File: src/rc4_stream_cipher_top_defines.svh
// Assertion helpers shared by the cipher RTL.
`ifndef RC4_STREAM_CIPHER_TOP_DEFINES_SVH
`define RC4_STREAM_CIPHER_TOP_DEFINES_SVH

// Checked outside reset.
`define RC4_ASSERT(lbl, prop, msg) \
   lbl: assert property (@(posedge clock) disable iff (reset) prop) else $error(msg);

// Checked on every edge, including during reset.
`define RC4_ASSERT_ALWAYS(lbl, prop, msg) \
   lbl: assert property (@(posedge clock) prop) else $error(msg);

`endif

File: src/rc4_pkg.sv
package rc4_pkg;

   localparam int KEY_WORDS = 4;
   localparam int KEY_BYTES = 32;
   localparam int CSR_IDX_W = 3;

   localparam logic [CSR_IDX_W-1:0] CSR_KEY_WORD_0 = 3'd0;
   localparam logic [CSR_IDX_W-1:0] CSR_KEY_WORD_1 = 3'd1;
   localparam logic [CSR_IDX_W-1:0] CSR_KEY_WORD_2 = 3'd2;
   localparam logic [CSR_IDX_W-1:0] CSR_KEY_WORD_3 = 3'd3;
   localparam logic [CSR_IDX_W-1:0] CSR_KEY_LENGTH = 3'd4;

   typedef struct packed {
      logic       en;
      logic [7:0] addr;
      logic [7:0] data;
   } perm_wr_type;

   // Key byte k of the packed key; bytes past the key registers read as zero.
   function automatic logic [7:0] key_byte(logic [KEY_BYTES*8-1:0] key, logic [5:0] idx);
      logic [7:0] b;
      b = 8'd0;
      if (idx < 6'(KEY_BYTES)) begin
         b = key[{idx[4:0], 3'b000} +: 8];
      end
      return b;
   endfunction

endpackage

File: src/rc4_stream_cipher_top.sv
// RC4 stream cipher, one data word in, one word out. Each word is XORed with
// the next keystream byte; a word flagged last ends the message and the next
// word reruns the key schedule with the current key registers. A key length
// of zero passes words through unchanged. With the schedule done, every step
// of the generator goes through the single read and single write port of the
// 256-entry permutation memory and one shared 8-bit adder. The first word of
// a message first loads the identity permutation and then runs 256 mixing
// steps of the key schedule. The input stalls while a word is in progress;
// a finished result may wait in the output register while the next word is
// taken. Key registers are written only while the block is idle.
module rc4_stream_cipher_top
   import rc4_pkg::*;
#(
   parameter int MAX_KEY_BYTES = 32
)(
   input  logic                 clock,
   input  logic                 reset,

   input  logic                 req_valid,
   output logic                 req_stall,
   input  logic [7:0]           req_data_byte,
   input  logic                 req_last_byte,

   output logic                 rsp_valid,
   input  logic                 rsp_stall,
   output logic [7:0]           rsp_out_byte,
   output logic                 rsp_out_last,

   input  logic                 csr_valid,
   output logic                 csr_ready,
   input  logic [CSR_IDX_W-1:0] csr_index,
   input  logic [63:0]          csr_data
);

   `include "rc4_stream_cipher_top_defines.svh"

   localparam int          KIDX_W = $clog2(MAX_KEY_BYTES + 1);
   localparam logic [5:0]  MaxLen = 6'(MAX_KEY_BYTES);

   typedef enum logic [3:0] {
      ST_IDLE,
      ST_FILL,
      ST_K_RD,
      ST_K_RD_J,
      ST_K_WR_N,
      ST_K_WR_J,
      ST_P_INC,
      ST_P_RD_J,
      ST_P_WR_I,
      ST_P_WR_J,
      ST_P_RD_T,
      ST_P_XOR,
      ST_DONE
   } state_type;

   state_type          state_ff;
   logic [KEY_WORDS-1:0][63:0] key_ff;
   logic [5:0]         key_len_ff;
   logic               pending_ff;
   logic [7:0]         n_ff;
   logic [KIDX_W-1:0]  kidx_ff;
   logic [7:0]         i_ff;
   logic [7:0]         j_ff;
   logic [7:0]         s_a_ff;
   logic [7:0]         s_b_ff;
   logic [7:0]         data_ff;
   logic               last_ff;
   logic               rsp_valid_ff;
   logic [7:0]         rsp_byte_ff;
   logic               rsp_last_ff;

   logic [5:0]         eff_len;
   logic [7:0]         kbyte;
   logic [7:0]         op_a;
   logic [7:0]         op_b;
   logic [7:0]         op_c;
   logic [7:0]         sum;
   logic [7:0]         rd_addr;
   logic [7:0]         rd_data;
   perm_wr_type        perm_wr;
   logic               req_take;
   logic               rsp_free;

   assign eff_len   = (key_len_ff > MaxLen) ? MaxLen : key_len_ff;
   assign kbyte     = key_byte(key_ff, 6'(kidx_ff));
   assign req_stall = (state_ff != ST_IDLE);
   assign req_take  = req_valid && !req_stall;
   assign rsp_free  = !rsp_valid_ff || !rsp_stall;
   assign csr_ready = (state_ff == ST_IDLE);

   always_comb begin
      op_a = 8'd0;
      op_b = 8'd0;
      op_c = 8'd0;
      unique case (state_ff)
         ST_K_RD_J: begin
            op_a = j_ff;
            op_b = rd_data;
            op_c = kbyte;
         end
         ST_P_INC: begin
            op_a = i_ff;
            op_b = 8'd1;
         end
         ST_P_RD_J: begin
            op_a = j_ff;
            op_b = rd_data;
         end
         ST_P_RD_T: begin
            op_a = s_a_ff;
            op_b = s_b_ff;
         end
         default: begin
         end
      endcase
   end

   rc4_sum_unit u_sum (
      .op_a (op_a),
      .op_b (op_b),
      .op_c (op_c),
      .sum  (sum)
   );

   assign rd_addr = (state_ff == ST_K_RD) ? n_ff : sum;

   always_comb begin
      perm_wr = '0;
      unique case (state_ff)
         ST_FILL: begin
            perm_wr = '{en: 1'b1, addr: n_ff, data: n_ff};
         end
         ST_K_WR_N: begin
            perm_wr = '{en: 1'b1, addr: n_ff, data: rd_data};
         end
         ST_K_WR_J: begin
            perm_wr = '{en: 1'b1, addr: j_ff, data: s_a_ff};
         end
         ST_P_WR_I: begin
            perm_wr = '{en: 1'b1, addr: i_ff, data: rd_data};
         end
         ST_P_WR_J: begin
            perm_wr = '{en: 1'b1, addr: j_ff, data: s_a_ff};
         end
         default: begin
         end
      endcase
   end

   rc4_perm_mem u_perm (
      .clock   (clock),
      .wr      (perm_wr),
      .rd_addr (rd_addr),
      .rd_data (rd_data)
   );

   always_ff @(posedge clock) begin
      if (reset) begin
         key_ff     <= '0;
         key_len_ff <= '0;
      end else if (csr_valid && csr_ready) begin
         unique case (csr_index)
            CSR_KEY_WORD_0: key_ff[0] <= csr_data;
            CSR_KEY_WORD_1: key_ff[1] <= csr_data;
            CSR_KEY_WORD_2: key_ff[2] <= csr_data;
            CSR_KEY_WORD_3: key_ff[3] <= csr_data;
            CSR_KEY_LENGTH: key_len_ff <= csr_data[5:0];
            default: begin
            end
         endcase
      end
   end

   always_ff @(posedge clock) begin
      if (reset) begin
         state_ff     <= ST_IDLE;
         pending_ff   <= 1'b1;
         n_ff         <= '0;
         kidx_ff      <= '0;
         i_ff         <= '0;
         j_ff         <= '0;
         rsp_valid_ff <= 1'b0;
      end else begin
         if (state_ff == ST_DONE && rsp_free) begin
            rsp_valid_ff <= 1'b1;
            rsp_byte_ff  <= data_ff;
            rsp_last_ff  <= last_ff;
         end else if (!rsp_stall) begin
            rsp_valid_ff <= 1'b0;
         end

         unique case (state_ff)
            ST_IDLE: begin
               if (req_take) begin
                  data_ff <= req_data_byte;
                  last_ff <= req_last_byte;
                  if (req_last_byte) begin
                     pending_ff <= 1'b1;
                  end else if (eff_len != 6'd0) begin
                     pending_ff <= 1'b0;
                  end
                  if (eff_len == 6'd0) begin
                     state_ff <= ST_DONE;
                  end else if (pending_ff) begin
                     n_ff     <= '0;
                     state_ff <= ST_FILL;
                  end else begin
                     state_ff <= ST_P_INC;
                  end
               end
            end
            ST_FILL: begin
               n_ff <= n_ff + 8'd1;
               if (n_ff == 8'hFF) begin
                  j_ff     <= '0;
                  kidx_ff  <= '0;
                  state_ff <= ST_K_RD;
               end
            end
            ST_K_RD: begin
               state_ff <= ST_K_RD_J;
            end
            ST_K_RD_J: begin
               s_a_ff   <= rd_data;
               j_ff     <= sum;
               state_ff <= ST_K_WR_N;
            end
            ST_K_WR_N: begin
               state_ff <= ST_K_WR_J;
            end
            ST_K_WR_J: begin
               n_ff <= n_ff + 8'd1;
               if (6'(kidx_ff) + 6'd1 == eff_len) begin
                  kidx_ff <= '0;
               end else begin
                  kidx_ff <= kidx_ff + KIDX_W'(1);
               end
               if (n_ff == 8'hFF) begin
                  i_ff     <= '0;
                  j_ff     <= '0;
                  state_ff <= ST_P_INC;
               end else begin
                  state_ff <= ST_K_RD;
               end
            end
            ST_P_INC: begin
               i_ff     <= sum;
               state_ff <= ST_P_RD_J;
            end
            ST_P_RD_J: begin
               s_a_ff   <= rd_data;
               j_ff     <= sum;
               state_ff <= ST_P_WR_I;
            end
            ST_P_WR_I: begin
               s_b_ff   <= rd_data;
               state_ff <= ST_P_WR_J;
            end
            ST_P_WR_J: begin
               state_ff <= ST_P_RD_T;
            end
            ST_P_RD_T: begin
               state_ff <= ST_P_XOR;
            end
            ST_P_XOR: begin
               data_ff  <= data_ff ^ rd_data;
               state_ff <= ST_DONE;
            end
            ST_DONE: begin
               if (rsp_free) begin
                  state_ff <= ST_IDLE;
               end
            end
            default: begin
               state_ff <= ST_IDLE;
            end
         endcase
      end
   end

   assign rsp_valid    = rsp_valid_ff;
   assign rsp_out_byte = rsp_byte_ff;
   assign rsp_out_last = rsp_last_ff;

   `RC4_ASSERT(a_done_loads_rsp,
      (state_ff == ST_DONE && rsp_free) |=> (rsp_valid_ff && state_ff == ST_IDLE),
      "finished word did not reach the output register")
   `RC4_ASSERT(a_rsp_from_done,
      $rose(rsp_valid_ff) |-> $past(state_ff == ST_DONE),
      "output word appeared without a finished word")
   `RC4_ASSERT(a_sched_on_first,
      (req_take && eff_len != 6'd0 && pending_ff) |=> state_ff == ST_FILL,
      "first word of a message skipped the key schedule")
   `RC4_ASSERT(a_sched_end,
      (state_ff == ST_K_WR_J && n_ff == 8'hFF) |=>
         (i_ff == 8'd0 && j_ff == 8'd0 && state_ff == ST_P_INC),
      "key schedule did not hand over with cleared indices")

endmodule

File: src/rc4_perm_mem.sv
module rc4_perm_mem
   import rc4_pkg::*;
(
   input  logic        clock,
   input  perm_wr_type wr,
   input  logic [7:0]  rd_addr,
   output logic [7:0]  rd_data
);

   logic [7:0] mem [256];
   logic [7:0] rd_data_ff;

   always_ff @(posedge clock) begin
      if (wr.en) begin
         mem[wr.addr] <= wr.data;
      end
   end

   always_ff @(posedge clock) begin
      rd_data_ff <= mem[rd_addr];
   end

   assign rd_data = rd_data_ff;

endmodule

File: src/rc4_sum_unit.sv
module rc4_sum_unit
   import rc4_pkg::*;
(
   input  logic [7:0] op_a,
   input  logic [7:0] op_b,
   input  logic [7:0] op_c,
   output logic [7:0] sum
);

   // Modulo-256 three-operand add shared by every index update.
   assign sum = op_a + op_b + op_c;

endmodule

File: config.mk
export PLATFORM = sky130hd
export DESIGN_NAME = rc4_stream_cipher_top
export DESIGN_NICKNAME = d
export VERILOG_FILES = /design/src/rc4_pkg.sv /design/src/rc4_stream_cipher_top.sv /design/src/rc4_perm_mem.sv /design/src/rc4_sum_unit.sv
export VERILOG_INCLUDE_DIRS = /design/src /design/src/src
export SDC_FILE = /design/constraint.sdc
export NUM_CORES = 2
export LEC_CHECK = 0
export BUFFER_PORTS_ARGS = -buffer_cell sky130_fd_sc_hd__buf_2
export CELL_PAD_IN_SITES_DETAIL_PLACEMENT = 1
export CELL_PAD_IN_SITES_GLOBAL_PLACEMENT = 2
export CORE_MARGIN = 4
export CORE_UTILIZATION = 40
export CTS_BUF_LIST = sky130_fd_sc_hd__clkbuf_4
export DETAILED_ROUTE_END_ITERATION = 16
export PLACE_DENSITY_LB_ADDON = 0.1
export SETUP_SLACK_MARGIN = 0.05
export SLEW_MARGIN = 5
export SYNTH_ARGS = -nofsm -noshare
export SYNTH_HDL_FRONTEND = slang
export SYNTH_HIERARCHICAL = 1
export SYNTH_SLANG_ARGS = --single-unit
export TNS_END_PERCENT = 1
File: constraint.sdc
create_clock -name clock -period 7.65 [get_ports clock]
set_input_delay 1.53 -clock clock [delete_from_list [all_inputs] [get_ports clock]]
set_output_delay 1.53 -clock clock [all_outputs]
set_load 0.005 [all_outputs]
==> results.sh <==
export IMPL_hold_viol=0
export IMPL_synth_seq_cells=2388
export IMPL_core_area_mm2=0.2354
export IMPL_tightest_slew_ns=1.284
export IMPL_synthCells=5405
export IMPL_wl_per_cell_um=29.59
export IMPL_area_delta_synth_final_pct=12.79
export IMPL_postCtsResizedCells=0
export IMPL_postCtsSetupRepairBufs=0
export IMPL_end_kind="register"
export IMPL_placed_cells=8451
export IMPL_grt_max_degree=154
export IMPL_seqPwrFrac=0.488
export IMPL_pin_count=93
export IMPL_powerDensity_mw_per_mm2=317.6
export IMPL_start_kind="register"
export IMPL_dpl_worst_slack_ns=0.4947
export IMPL_synth_net_count=5502
export IMPL_tritoncts="done"
export IMPL_p_int_mw=23.81
export IMPL_setup_viol=0
export IMPL_met1_usage=0.3349
export IMPL_grt_use_met3=0.04638
export IMPL_relSlewSlack=0.1359
export IMPL_drt_initial_drc_count=4789
export IMPL_sw_frac_of_total=0.2979
export IMPL_combPwrFrac=0.182
export IMPL_routed_via_density=5.636
export IMPL_yosysUniqueCellTypes=83
export IMPL_crit_path_max_fanout=30
export IMPL_critPathTopFamily="simple AND/OR/NAND/NOR gates"
export IMPL_dieHeight_um=494.4
export IMPL_grt_total_usage=0.2305
export IMPL_min_path_type="input port to register"
export IMPL_clockBufferDepth=4
export IMPL_cp_required_ns=8.80
export IMPL_cts_hold_fix_buffers=0
export IMPL_ys_warn_count=6
export IMPL_cts_inserted_buffers=655
export IMPL_cp_num_buf_inv=2
export IMPL_slowest_delay_ns=0.90
export IMPL_rows=178
export IMPL_grt_overflow_total=0
export IMPL_path_cells="buf_4, mux4_2, mux4_2, mux2i_1, nor2_1, fa_1, inv_1, fa_1, nor2b_4, o31a_1, o22ai_2, xnor2_1, mux2_2, nor2b_1, nor2b_1, a31oi_1, nor4_1, nor4_1"
export IMPL_synth_edf_count=2082
export IMPL_grt_pass1_wl_um=407800
export IMPL_synth_area_per_cell_um2=17.51
export IMPL_path_depth=18
export IMPL_clk_latency_ns=1.39
export IMPL_place_gp_congestion=0.7850
export IMPL_fin_cells=9561
export IMPL_first_pass_iters=9
export IMPL_drc_errors=0
export IMPL_leakage_nw=33.34
export IMPL_hold_path_depth=3
export IMPL_ys_seq_area_frac=0.7253
export IMPL_setup_ws_ns=0.4865
export IMPL_final_core_util=0.4535
export IMPL_crit_arrival_ns=8.32
export IMPL_crit_type="register to register"
export IMPL_synth_async_sr_flop_share=0
export IMPL_drt_total_wl_um=282900
export IMPL_switching_power_mw=10.10
export IMPL_period_minus_slack_ns=7.163
export IMPL_dieArea_mm2=0.2445
export IMPL_root_buffer="clkbuf_4"
export IMPL_multi_input_area_mm2=0.02407
export IMPL_cts_htree_levels=6
export IMPL_drive_gt1_frac=0.2909
export IMPL_grtUsageMet2=0.3563
export IMPL_place_hpwl_um=175000
export IMPL_vias=53890
export IMPL_min_period_over_period=0.9364
export IMPL_clock_sinks=2388
export IMPL_pwr_share_clk=0.330
export IMPL_synth_flop_cell="edfxtp_1"
export IMPL_fmax_mhz=139.6
export IMPL_syn_area_mm2=0.09465
export IMPL_skew_ns=0.09222
export IMPL_grt_pass1_vias=56000
export IMPL_drv_slew=0
export IMPL_cts_clk_slew_worst_paths_ns=0.07
export IMPL_final_area_mm2=0.1068
export IMPL_fin_total_pwr_mw=33.91
export IMPL_fin_nets=6055
export IMPL_r2r_cells=18
export IMPL_crit_slowest_cell="nor4_1"
export IMPL_initial_core_util=0.4021
export IMPL_outcome="finished, final reports clean"
export IMPL_n_fill_cell=22880
export IMPL_antenna_found_initial=21
export IMPL_port_buffers=92
export IMPL_top_usage_layer="met2"
export IMPL_peakVddDrop_v=0.0004013
export IMPL_ant_nets=0
export IMPL_drv_cap=0
export IMPL_die_width_um=494.4
export IMPL_regArea_mm2=0.06865
export IMPL_rsz0062_at_grt="no"
export IMPL_placed_cell_area_mm2=0.09877
==> synthesized netlist by cell type (26+ instances only) <==
cell type  instances  area (um2)
a22oi_1          157        1179
buf_4             30       225.2
nor3_1            34       170.2
clkbuf_1         181       679.4
nand2_1          603        2263
a21oi_1          365        1827
dfxtp_1          306        6126
buf_6             33       371.6
buf_1             32       120.1
o221ai_1          46       402.9
nor2_1           335        1257
nor4_1            26       162.7
mux2i_1          149        1491
nor2b_1           35       219.0
edfxtp_1        2082       62520
nand3_1           45       225.2
o22ai_1           29       181.4
buf_2             61       305.3
mux4_2           534       12030
==> area by class of cell <==
cell class	count	share of cell area
clock buffers	946	0.06652
flip-flops and latches	2388	0.6431
diodes	16	0.0003750
inverters	21	0.001301
well taps	3150	0.03692
clock inverters	148	0.007888
repair buffers	254	0.01841
multi-input cells	2638	0.2255
==> power by group through the flow <==
| stage | Combinational [mW] | Clock [mW] | Sequential (mW) |
|---|---|---|---|
| after floorplan | 3.26 | 0 | 17.2 |
| after global placement | 6.15 | 0 | 16.8 |
| after detailed placement | 6.31 | 0 | 16.8 |
| after CTS | 6.31 | 11.6 | 16.5 |
| after global routing | 6.61 | 12.4 | 16.6 |
| final | 6.18 | 11.2 | 16.5 |
==> worst register-to-register path: stages, from the launching register on <==
cell     delay (ns)
dfxtp_4        0.65
buf_4          0.44
mux4_2         0.36
mux4_2         0.48
mux2i_1        0.25
nor2_1         0.09
fa_1           0.53
inv_1          0.06
fa_1           0.43
nor2b_4        0.14
o31a_1         0.17
o22ai_2        0.10
xnor2_1        0.34
mux2_2         0.56
nor2b_1        0.58
nor2b_1        0.56
a31oi_1        0.25
nor4_1         0.90
nor4_1         0.10
==> placed cells by master, fill, tap and decap left out, types with 32 or more instances in the layout <==
master    count
edfxtp_1   2082
buf_2        91
nor2b_1      32
mux4_2      534
o221ai_1     46
a22oi_1     157
mux2i_1     149
a21oi_1     365
nor3_1       32
nand3_1      35
nor2_1      332
clkinv_1     99
dfxtp_1     303
buf_4       139
nand2_1     602
clkbuf_4    946
==> registers in the layout (all words and copies together) (netlist names), 4 cells and up <==
signal and cells:
j_ff 8, key_ff 256, s_b_ff 8, u_perm/mem 2048, rsp_out_byte 8, u_perm/rd_data 8, data_ff 8, state_ff 4
i_ff 8, n_ff 8, kidx_ff 6, key_len_ff 6, s_a_ff 8
==> through the flow <==
step | TNS, ns | hold WS, ns
floorplan | 0 | 0.4003
global placement | -0.05309 | 0.4043
detailed placement | 0 | 0.4071
CTS | 0 | 0.2295
global route | 0 | 0.2402
finish | 0 | 0.4272
==> cells by family after synthesis <==
kind of cell,synth area share
compound gates,0.05033
xor+xnor,0.003160
flops,0.7253
simple gates,0.05146
fa+ha+maj,0.002750
buf+inv,0.02257
mux,0.1445
==> per-layer routing <==
layer / wire, um / share of wire
met1: 125300 / 0.44
met5: 0 / 0
met2: 132500 / 0.47
met3: 19270 / 0.068
met4: 5798 / 0.020
==> final timing paths <==
check	start	end	slack, ns
worst min register to register	last_ff	rsp_out_last	0.43
worst max-delay path	kidx_ff[1]	u_perm/rd_data[3]	0.49
worst max register to register	kidx_ff[1]	u_perm/rd_data[3]	0.49
worst min-delay path	csr_data[30]	key_ff[94]	0.43
No activity file was read; power rests on OpenSTA's default activity.
